### src/sv/ith_pkg.sv
// ----------------------------------------------------------------------------
// ith_pkg
// Shared types and constants of the in-flight range hazard tracker: action and
// status codes, controller states, and the command/status bundles.
// ----------------------------------------------------------------------------
`default_nettype none

package ith_pkg;

  localparam int SLOTS_DEF       = 16;
  localparam int SECTOR_BITS_DEF = 48;
  localparam int SHIFT_SECTOR    = 9;
  localparam int RACE_BITS       = 32;

  typedef enum logic [1:0] {
    ACT_READ  = 2'd0,
    ACT_WRITE = 2'd1,
    ACT_OTHER = 2'd2,
    ACT_DONE  = 2'd3
  } action_t;

  typedef enum logic [2:0] {
    ST_TRACKED = 3'd0,
    ST_PASSED  = 3'd1,
    ST_FULL    = 3'd2,
    ST_FREED   = 3'd3,
    ST_IGNORED = 3'd4
  } status_t;

  typedef enum logic [1:0] {
    FSM_IDLE,
    FSM_SCAN,
    FSM_DRAIN,
    FSM_FINISH
  } fsm_t;

  typedef struct packed {
    logic load;
    logic scan_step;
    logic finish;
  } cmd_t;

  typedef struct packed {
    logic issue_in;
    logic scan_last;
    logic out_free;
  } stat_t;

endpackage

`default_nettype wire

### src/sv/ith_ram.sv
// ----------------------------------------------------------------------------
// ith_ram
// Generic single-write, single-read RAM with registered read data.
// ----------------------------------------------------------------------------
`default_nettype none

module ith_ram #(
  parameter int WIDTH = 8,
  parameter int DEPTH = 16
) (
  input  wire logic                     clk,
  input  wire logic                     we,
  input  wire logic [$clog2(DEPTH)-1:0] waddr,
  input  wire logic [WIDTH-1:0]         wdata,
  input  wire logic [$clog2(DEPTH)-1:0] raddr,
  output logic      [WIDTH-1:0]         rdata
);

  logic [WIDTH-1:0] mem [DEPTH];

  always_ff @(posedge clk) begin
    if (we) begin
      mem[waddr] <= wdata;
    end
    rdata <= mem[raddr];
  end

endmodule

`default_nettype wire

### src/sv/ith_ctrl.sv
// ----------------------------------------------------------------------------
// ith_ctrl
// Sequencer of the tracker: takes a beat, walks the slot table for an issue,
// then hands the result to the output register.
// ----------------------------------------------------------------------------
`default_nettype none

module ith_ctrl (
  input  wire logic          clk,
  input  wire logic          rst,
  input  wire logic          in_valid,
  output logic               in_stall,
  input  wire ith_pkg::stat_t st,
  output ith_pkg::cmd_t      cmd
);

  ith_pkg::fsm_t state, state_next;

  always_ff @(posedge clk) begin
    if (rst) begin
      state <= ith_pkg::FSM_IDLE;
    end else begin
      state <= state_next;
    end
  end

  always_comb begin
    state_next    = state;
    cmd           = '0;
    in_stall      = 1'b1;
    unique case (state)
      ith_pkg::FSM_IDLE: begin
        in_stall = 1'b0;
        if (in_valid) begin
          cmd.load   = 1'b1;
          state_next = st.issue_in ? ith_pkg::FSM_SCAN : ith_pkg::FSM_FINISH;
        end
      end
      ith_pkg::FSM_SCAN: begin
        cmd.scan_step = 1'b1;
        if (st.scan_last) begin
          state_next = ith_pkg::FSM_DRAIN;
        end
      end
      // last read still in flight
      ith_pkg::FSM_DRAIN: begin
        state_next = ith_pkg::FSM_FINISH;
      end
      ith_pkg::FSM_FINISH: begin
        if (st.out_free) begin
          cmd.finish = 1'b1;
          state_next = ith_pkg::FSM_IDLE;
        end
      end
      default: begin
        state_next = ith_pkg::FSM_IDLE;
      end
    endcase
  end

endmodule

`default_nettype wire

### src/sv/ith_datapath.sv
// ----------------------------------------------------------------------------
// ith_datapath
// Slot table, range compare, free-slot search, race counter and output
// register of the tracker.
// ----------------------------------------------------------------------------
`default_nettype none

module ith_datapath #(
  parameter int SLOTS       = ith_pkg::SLOTS_DEF,
  parameter int SECTOR_BITS = ith_pkg::SECTOR_BITS_DEF
) (
  input  wire logic                     clk,
  input  wire logic                     rst,
  input  wire logic [1:0]               action,
  input  wire logic [SECTOR_BITS-1:0]   start_sector,
  input  wire logic [31:0]              byte_count,
  input  wire logic [3:0]               done_slot,
  input  wire ith_pkg::cmd_t            cmd,
  output ith_pkg::stat_t                st,
  output logic                          out_valid,
  input  wire logic                     out_stall,
  output logic [2:0]                    status,
  output logic                          race_found,
  output logic [3:0]                    given_slot,
  output logic [ith_pkg::RACE_BITS-1:0] races_so_far
);

  localparam int IW  = $clog2(SLOTS);
  localparam int DW  = (IW > 4) ? IW : 4;
  localparam int PW  = SECTOR_BITS + 1;
  localparam int EW  = SECTOR_BITS + PW + 1;

  ith_pkg::action_t        act;
  logic [SECTOR_BITS-1:0]  first;
  logic [PW-1:0]           past_end;
  logic [3:0]              dslot;

  logic [SLOTS-1:0]        slot_valid;
  logic [IW-1:0]           scan_idx;
  logic                    p_live;
  logic                    p_v;
  logic [IW-1:0]           p_idx;
  logic                    hit;
  logic                    free_found;
  logic [IW-1:0]           free_idx;
  logic [ith_pkg::RACE_BITS-1:0] race_total;

  ith_pkg::status_t        stat;
  logic                    race_r;
  logic [3:0]              given_r;

  logic                    ram_we;
  logic [EW-1:0]           ram_wdata;
  logic [EW-1:0]           ram_rdata;
  logic [SECTOR_BITS-1:0]  e_first;
  logic [PW-1:0]           e_past_end;
  logic                    e_mark;
  logic                    wr_op;
  logic                    overlap;
  logic [DW-1:0]           dwide;
  logic [DW-1:0]           fwide;
  logic                    d_ok;
  logic                    is_issue;
  logic                    fin_hit;

  assign is_issue = (act == ith_pkg::ACT_READ) || (act == ith_pkg::ACT_WRITE);
  assign wr_op    = (act == ith_pkg::ACT_WRITE);

  assign {e_first, e_past_end, e_mark} = ram_rdata;
  assign overlap = (PW'(first) < e_past_end) && (past_end > PW'(e_first)) &&
                   (wr_op || e_mark);

  assign dwide = DW'(dslot);
  assign fwide = DW'(free_idx);
  assign d_ok  = (32'(dslot) < 32'(SLOTS)) && slot_valid[dwide[IW-1:0]];

  assign ram_we    = cmd.finish && is_issue && free_found;
  assign ram_wdata = {first, past_end, wr_op};
  assign fin_hit   = hit && free_found;

  ith_ram #(
    .WIDTH (EW),
    .DEPTH (SLOTS)
  ) u_table (
    .clk   (clk),
    .we    (ram_we),
    .waddr (free_idx),
    .wdata (ram_wdata),
    .raddr (scan_idx),
    .rdata (ram_rdata)
  );

  assign st.issue_in  = (action == ith_pkg::ACT_READ) || (action == ith_pkg::ACT_WRITE);
  assign st.scan_last = (scan_idx == IW'(SLOTS - 1));
  assign st.out_free  = !out_valid || !out_stall;

  // latched beat and derived range
  always_ff @(posedge clk) begin
    if (cmd.load) begin
      act      <= ith_pkg::action_t'(action);
      first    <= start_sector;
      past_end <= PW'(start_sector) + PW'(byte_count[31:ith_pkg::SHIFT_SECTOR]);
      dslot    <= done_slot;
    end
  end

  // scan one slot a cycle; table read data comes back in the next cycle
  always_ff @(posedge clk) begin
    if (rst) begin
      p_live <= 1'b0;
    end else begin
      p_live <= cmd.scan_step;
    end
    p_idx <= scan_idx;
    p_v   <= slot_valid[scan_idx];
    if (cmd.load) begin
      scan_idx   <= '0;
      hit        <= 1'b0;
      free_found <= 1'b0;
      free_idx   <= '0;
    end else begin
      if (cmd.scan_step && !st.scan_last) begin
        scan_idx <= scan_idx + IW'(1);
      end
      if (p_live) begin
        if (!p_v && !free_found) begin
          free_found <= 1'b1;
          free_idx   <= p_idx;
        end
        if (p_v && overlap) begin
          hit <= 1'b1;
        end
      end
    end
  end

  // slot state and race counter
  always_ff @(posedge clk) begin
    if (rst) begin
      slot_valid <= '0;
      race_total <= '0;
    end else if (cmd.finish) begin
      if (ram_we) begin
        slot_valid[free_idx] <= 1'b1;
        if (hit && (race_total != '1)) begin
          race_total <= race_total + ith_pkg::RACE_BITS'(1);
        end
      end else if ((act == ith_pkg::ACT_DONE) && d_ok) begin
        slot_valid[dwide[IW-1:0]] <= 1'b0;
      end
    end
  end

  // output register
  always_ff @(posedge clk) begin
    if (rst) begin
      out_valid <= 1'b0;
    end else if (cmd.finish) begin
      out_valid <= 1'b1;
    end else if (!out_stall) begin
      out_valid <= 1'b0;
    end
  end

  always_ff @(posedge clk) begin
    if (cmd.finish) begin
      race_r  <= 1'b0;
      given_r <= '0;
      unique case (act)
        ith_pkg::ACT_READ, ith_pkg::ACT_WRITE: begin
          if (free_found) begin
            stat    <= ith_pkg::ST_TRACKED;
            race_r  <= fin_hit;
            given_r <= fwide[3:0];
          end else begin
            stat <= ith_pkg::ST_FULL;
          end
        end
        ith_pkg::ACT_OTHER: begin
          stat <= ith_pkg::ST_PASSED;
        end
        ith_pkg::ACT_DONE: begin
          stat <= d_ok ? ith_pkg::ST_FREED : ith_pkg::ST_IGNORED;
        end
        default: begin
          stat <= ith_pkg::ST_PASSED;
        end
      endcase
    end
  end

  assign status       = stat;
  assign race_found   = race_r;
  assign given_slot   = given_r;
  assign races_so_far = race_total;

endmodule

`default_nettype wire

### src/sv/inflight_range_hazard_tracker.sv
// ----------------------------------------------------------------------------
// inflight_range_hazard_tracker
// Keeps pending block accesses as sector ranges in a slot table and flags
// overlapping accesses where at least one side writes.
// ----------------------------------------------------------------------------
//   channel | handshake           | payload
//   --------+---------------------+--------------------------------------------
//   in      | in_valid, in_stall  | action, start_sector, byte_count, done_slot
//   out     | out_valid, out_stall| status, race_found, given_slot, races_so_far
//
// an issue beat walks the slot table one slot a cycle through the table ram
// read port, then waits out the last read before its result is registered
// other beats and completions skip the walk and go straight to the result
// rst is synchronous; it empties the table and clears the race count
// the result sits in an output register, so a new beat is taken while it waits;
// a stalled result only holds the tracker at the end of the following beat
// ----------------------------------------------------------------------------
`default_nettype none

module inflight_range_hazard_tracker #(
  parameter int SLOTS       = ith_pkg::SLOTS_DEF,
  parameter int SECTOR_BITS = ith_pkg::SECTOR_BITS_DEF
) (
  input  wire logic                     clk,
  input  wire logic                     rst,
  input  wire logic                     in_valid,
  output logic                          in_stall,
  input  wire logic [1:0]               action,
  input  wire logic [SECTOR_BITS-1:0]   start_sector,
  input  wire logic [31:0]              byte_count,
  input  wire logic [3:0]               done_slot,
  output logic                          out_valid,
  input  wire logic                     out_stall,
  output logic [2:0]                    status,
  output logic                          race_found,
  output logic [3:0]                    given_slot,
  output logic [ith_pkg::RACE_BITS-1:0] races_so_far
);

  ith_pkg::cmd_t  cmd;
  ith_pkg::stat_t st;

  ith_ctrl u_ctrl (
    .clk      (clk),
    .rst      (rst),
    .in_valid (in_valid),
    .in_stall (in_stall),
    .st       (st),
    .cmd      (cmd)
  );

  ith_datapath #(
    .SLOTS       (SLOTS),
    .SECTOR_BITS (SECTOR_BITS)
  ) u_dp (
    .clk          (clk),
    .rst          (rst),
    .action       (action),
    .start_sector (start_sector),
    .byte_count   (byte_count),
    .done_slot    (done_slot),
    .cmd          (cmd),
    .st           (st),
    .out_valid    (out_valid),
    .out_stall    (out_stall),
    .status       (status),
    .race_found   (race_found),
    .given_slot   (given_slot),
    .races_so_far (races_so_far)
  );

endmodule

`default_nettype wire

### config.mk
export PLATFORM = sky130hd
export DESIGN_NAME = inflight_range_hazard_tracker
export DESIGN_NICKNAME = d
export VERILOG_FILES = /design/src/sv/ith_pkg.sv /design/src/sv/ith_ram.sv /design/src/sv/ith_ctrl.sv /design/src/sv/ith_datapath.sv /design/src/sv/inflight_range_hazard_tracker.sv
export SDC_FILE = /design/constraint.sdc
export NUM_CORES = 2
export LEC_CHECK = 0
export BUFFER_PORTS_ARGS = -buffer_cell sky130_fd_sc_hd__buf_2
export CORE_MARGIN = 4
export CORE_UTILIZATION = 25
export CTS_BUF_LIST = sky130_fd_sc_hd__clkbuf_16
export CTS_CLUSTER_DIAMETER = 60
export DETAILED_ROUTE_END_ITERATION = 8
export HOLD_SLACK_MARGIN = 0.15
export PLACE_DENSITY = 0.5
export SLEW_MARGIN = 20
export SYNTH_ARGS = -nofsm -noshare
export SYNTH_HDL_FRONTEND = slang
export SYNTH_SLANG_ARGS = --single-unit
### constraint.sdc
create_clock -name clk -period 18 [get_ports clk]
set_input_delay 3.6 -clock clk [delete_from_list [all_inputs] [get_ports clk]]
set_output_delay 3.6 -clock clk [all_outputs]
set_load 0.05 [all_outputs]
### After elaboration in Yosys (flattened, before gate mapping)

Memory sizes are Yosys's and may differ from the RTL's. A register that Yosys moved wholly into a read port is not among the register bits.
Cells that the tools add are included.

* bits in registers: 178
* memory bits (writable): 1568
* bits of input ports: 90
* memories kept: 1

Memory list
* u_dp.u_table.mem: depth 16, width 98, read ports 1, clocked after Yosys merged registers in 1, wr ports 1, line ith_ram.sv:19 `logic [WIDTH-1:0] mem [DEPTH];`

* add/sub/neg operators: 3
* magnitude comparators: 7
* eq/ne operators: 13
* mux-type cells: 28
* bitwise logic cells: 3
* reductions and logical operators: 32

Operator list (count)
* 48-bit by 23-bit adder with 49-bit output: 1
* 49-bit by 48-bit greater-than comparator with 1-bit output: 1
* 48-bit by 49-bit less-than comparator with 1-bit output: 1
* 32-bit by 1-bit adder with 32-bit output, second input constant: 1
* 16-bit two-way mux: 2
* 32-bit != test, second input constant: 1
* 16-bit AND: 1
* 16-bit inverter: 1
* 16-bit OR: 1
* 4-bit by 5-bit less-than comparator with 1-bit output, second input constant: 3
* 1-bit two-way mux: 14
* 1-bit logical AND: 12
* 2-bit two-way mux: 5
* 3-bit case mux with 3 select lines: 1
* 1-bit binary-select mux with 4-bit select: 2
* 1-bit demux with 4-bit select: 2
* 2-bit equality test, second input constant: 4
* 4-bit by 1-bit greater-or-equal comparator with 1-bit output, second input constant: 2
* 2-bit case mux with 4 select lines: 1
* 2-bit AND reduction: 4
* 2-bit by 1-bit equality test with 1-bit output, second input constant: 3
* 2-bit logical NOT: 3
* 3-bit AND reduction: 2
* 1-bit logical NOT: 5
* other kinds (8): 13

### Depth between registers and ports, before layout

* word-level depth: 8
* depth in mapped cells: 11

### Cells and area by module

A second synthesis with hierarchy kept.

* cells, all modules: 3552
* area, all modules: 71265.8 µm²

Modules (own cells, without submodules)
* ith_ram: instances 1, cells an instance 2510, area an instance 60518.0 µm², sequential area each 49047.0 µm²
* ith_datapath: instances 1, cells an instance 1018, area an instance 10521.3 µm², sequential area each 4634.4 µm²
* ith_ctrl: instances 1, cells an instance 24, area an instance 226.5 µm², sequential area each 40.0 µm²

### Least setup slack after synthesis

Ideal clock, no wire load.

* kind: input-to-reg
* start point: in out_stall
* end point: mem u_dp.u_table.mem[0][0] (netlist bit) (enable)
* data arrival time: 11.439 ns
* data required time: 17.323 ns
* path slack: 5.884 ns
* stages: 4
* path buffers: 0
* path through: a21boi_1 > nand2_1 > or3_1 > nor3_1

* word-level cells in the longest chain between the ends: 8

RTL lines
* start, declared: line inflight_range_hazard_tracker.sv:33 `input wire logic out_stall,`
* 1-bit logical NOT: line ith_datapath.sv:95 `assign st.out_free = !out_valid || !out_stall;`
* 1-bit logical OR: line ith_datapath.sv:95
* 1-bit two-way mux: line ith_ctrl.sv:50 `if (st.out_free) begin`
* 1-bit two-way mux: line ith_ctrl.sv:31 `unique case (state)`
* 1-bit logical AND (2 in a row): line ith_datapath.sv:77 `assign ram_we = cmd.finish && is_issue && free_found;`
* 1-bit two-way mux: line ith_ram.sv:22 `if (we) begin`
* 1-bit two-way mux (not written as such): line ith_ram.sv:23 `mem[waddr] <= wdata;`
* end, declared: line ith_ram.sv:19

Every way passes these cells.

==> flow_metrics.tcl <==
set metrics [dict create \
    cp_max_fo 44 \
    finalSetupViolCount 0 \
    grt_start_max_net_pins 125 \
    ant_nets 0 \
    fp.dieW_um 541 \
    min_period_ns 6.76 \
    syn_area_um2 71000 \
    synth_edf_count 1679 \
    synthXorXnorAreaFrac 0.00851 \
    die_area_um2 293000 \
    worstSetupPathType "input port to register" \
    post-route-drc-count 0 \
    clock-root-buffer "clkbuf_16" \
    final_nets 3745 \
    leakagePower_nw 25.9 \
    muxShareOfSynthArea 0.160 \
    crit_path_top_delay_cell "buf_4" \
    timing.final.hold_violations 0 \
    outcome "finished, final reports clean" \
    insertion_delay_ns 0.81 \
    cp.required_ns 18.42 \
    hp-class "register to register" \
    finalClockSkew_ns 0.0808 \
    grt_overflow 0 \
    worst_pin_slew_ns 1.29 \
    gp_congestion 0.718 \
    yosysWarningCount 0 \
    cts_buffers 190 \
    die_y_um 541 \
    rsz0062_at_grt "no" \
    drtIter0Drc 2763 \
    maxCapViolations 0 \
    powerDensity_nw_per_um2 134 \
    grt_pass1_wl_mm 254 \
    async_flop_share 0 \
    syn_inst 3294 \
    end_kind "register" \
    yosys.area_share.adder 0.0223 \
    dpl_worst_slack_ns 10.28 \
    synth_compound_area_frac 0.0164 \
    utilization 0.291 \
    synth_flop_cell "edfxtp_1" \
    routed_wl_mm 176 \
    synth_top_family_by_area "multiplexers" \
    report.final.slew_viol_count 0 \
    fin_crit_sh 0.375 \
    ioPinCount 132 \
    ir_worst_vdd_uv 80.9 \
    synthSimpleGateAreaFrac 0.0233 \
    final-instance-count-excl-fill 7424 \
    coreArea_um2 283000 \
    antenna_found_initial 40 \
    setup_slack_ns 11.24 \
    max_freq_ghz 0.148 \
    io_buffers 122 \
    yosysSeqAreaShare 0.757 \
    drive_gt1_frac 0.254 \
    cts_max_path_buffers 4 \
    grt_usage 0.118 \
    vias 33200 \
    crit_top_cell "buf_4" \
    wl_per_cell_um 23.7 \
    start_util 0.251 \
    area_delta_synth_final_pct 15.7 \
    synth.distinct_cells 64 \
    drtPass1Iterations 5 \
    clk_pin_slew_ns 0.06 \
    hold_buffers 0 \
    finalSetupTns_ns 0 \
    max-slew-margin-rel 0.133 \
    crit_chain "buf_2, a21boi_1, buf_4, nand2_1, or3_1, nor2_4, buf_4, buf_4" \
    num_rows 195 \
    routed_via_density 4.47 \
    cts.sinks 1844 \
    critPathLaunchType "input port" \
    crit_arrival_ns 7.18 \
    slowest_delay_ns 0.89 \
    syn_avg_cell_area_um2 21.6 \
    htreeDepth 4 \
    placedCellCount 7080 \
    hpwlAfterDp_mm 90.0 \
    cts_tree "done" \
    ys_seq_elements 1844 \
    synth_fp_nets 3510 \
    post-cts-setup-buffers 0 \
    cts_resized 0 \
    grt_pass1_vias 34700 \
]
## per-layer routing
layer	track usage	wire length (um)	vias to the layer above
li1	-	-	14200
met1	0.171	83100	17900
met2	0.186	80900	804
met3	0.0201	8660	280
met4	0.0239	3410	18
met5	0	111	-
## synthesized netlist by cell type, types with 2 or more instances
library cell,count,area (um2)
edfxtp_1,1679,50400
mux4_2,500,11300
dfxtp_1,165,3300
ha_1,125,1560
inv_1,115,432
nor2_1,107,402
clkbuf_1,97,364
a21oi_1,58,290
nand2_1,56,210
xor2_1,41,359
nand4_1,30,188
a21o_1,29,218
xnor2_1,28,245
nand3_1,27,135
buf_1,23,86.3
o21ai_0,21,105
a211oi_1,19,143
nor3_1,18,90.1
and3_1,16,100
and4_1,13,114
and2_1,11,68.8
nor4_1,10,62.6
or3_1,10,62.6
mux2i_1,8,80.1
nor2b_1,8,50.1
buf_2,7,35.0
o21a_1,7,52.6
o21ai_1,7,35.0
a311oi_1,5,43.8
o211ai_1,4,30.0
a221oi_1,3,26.3
a31oi_1,3,18.8
nand2b_1,3,18.8
nand4b_1,3,26.3
nor3b_1,3,22.5
o2111ai_1,3,26.3
a21boi_0,2,15.0
o31a_1,2,17.5
o41a_1,2,22.5
or2_2,2,12.5
## kinds of logic after synthesis
kind of cell / count (synthesis)
simple gates: 326
fa+ha+maj: 126
buf+inv: 243
xor+xnor: 69
mux: 509
compound gates: 177
flops: 1844
## layout by cell type (no fill, tap or decap), types with 12 or more instances in the layout
cell type	count
and3_1	16
inv_1	189
clkinv_2	20
xnor2_1	28
nand3_1	27
ha_1	125
nor2_4	12
nand4_1	30
buf_4	36
dfxtp_1	161
a211oi_1	18
mux4_2	500
nor3_1	14
a21oi_1	58
clkinv_1	39
o21ai_0	21
edfxtp_1	1679
clkbuf_16	193
buf_12	13
xor2_1	41
a21o_1	29
buf_2	122
nand2_1	56
and4_1	13
nor2_1	95
## critical path: cells and delay by family
family	cells	cell delay, ns
AO/OA/AOI/OAI	1	0.13
AND/OR/NAND/NOR	3	1.23
buffers and inverters	4	2.07
## path summary, 6_finish.rpt
path | startpoint | end | slack (ns) | depth (start not counted)
min | u_dp.p_idx[2] | u_dp.free_idx[2] | 0.47 | 2
max | out_stall | u_dp.u_table.mem[2][29] | 11.24 | 8
max reg2reg | u_dp.scan_idx[0] | u_dp.u_table.rdata[15] | 12.82 | 6
min reg2reg | u_dp.p_idx[2] | u_dp.free_idx[2] | 0.47 | 2
## flip-flops by register name (all words and copies together), names as in the netlist
name                cells
u_dp.given_slot         4
u_dp.status             3
u_dp.first             48
u_dp.out_valid          1
u_dp.act                2
u_dp.p_v                1
u_dp.slot_valid        16
u_dp.u_table.mem     1568
u_dp.dslot              4
u_dp.scan_idx           4
u_dp.p_idx              4
u_dp.free_idx           4
u_ctrl.state            2
u_dp.u_table.rdata     98
u_dp.free_found         1
u_dp.hit                1
u_dp.p_live             1
u_dp.past_end          49
u_dp.race_found         1
u_dp.races_so_far      32
## final cells by class
type / instances / area, um2
Antenna cell: 3 / 7.51
Multi-Input combinational cell: 1207 / 16500
Timing Repair Buffer: 171 / 1140
Clock buffer: 193 / 4830
Fill cell: 27700 / 200000
Clock inverter: 148 / 807
Sequential cell: 1844 / 53700
Tap cell: 3743 / 4680
Inverter: 115 / 432
## metrics by stage
stage          instance area, um2  power [mW]  hold slack [ns]
2_1_floorplan               71000        6.86            0.350
3_3_place_gp                76500        7.52            0.442
3_5_place_dp                76500        7.53            0.460
4_1_cts                     82100        11.2            0.475
5_1_grt                     82100        11.6            0.519
6_report                    82100        11.0            0.467
## where the power goes
group	switching [mW]	internal (mW)
Clock	1.60	2.03
Combinational	0.994	1.01
Sequential	0.311	5.07
Total	2.91	8.11
Power figures use the tool's default switching activity.
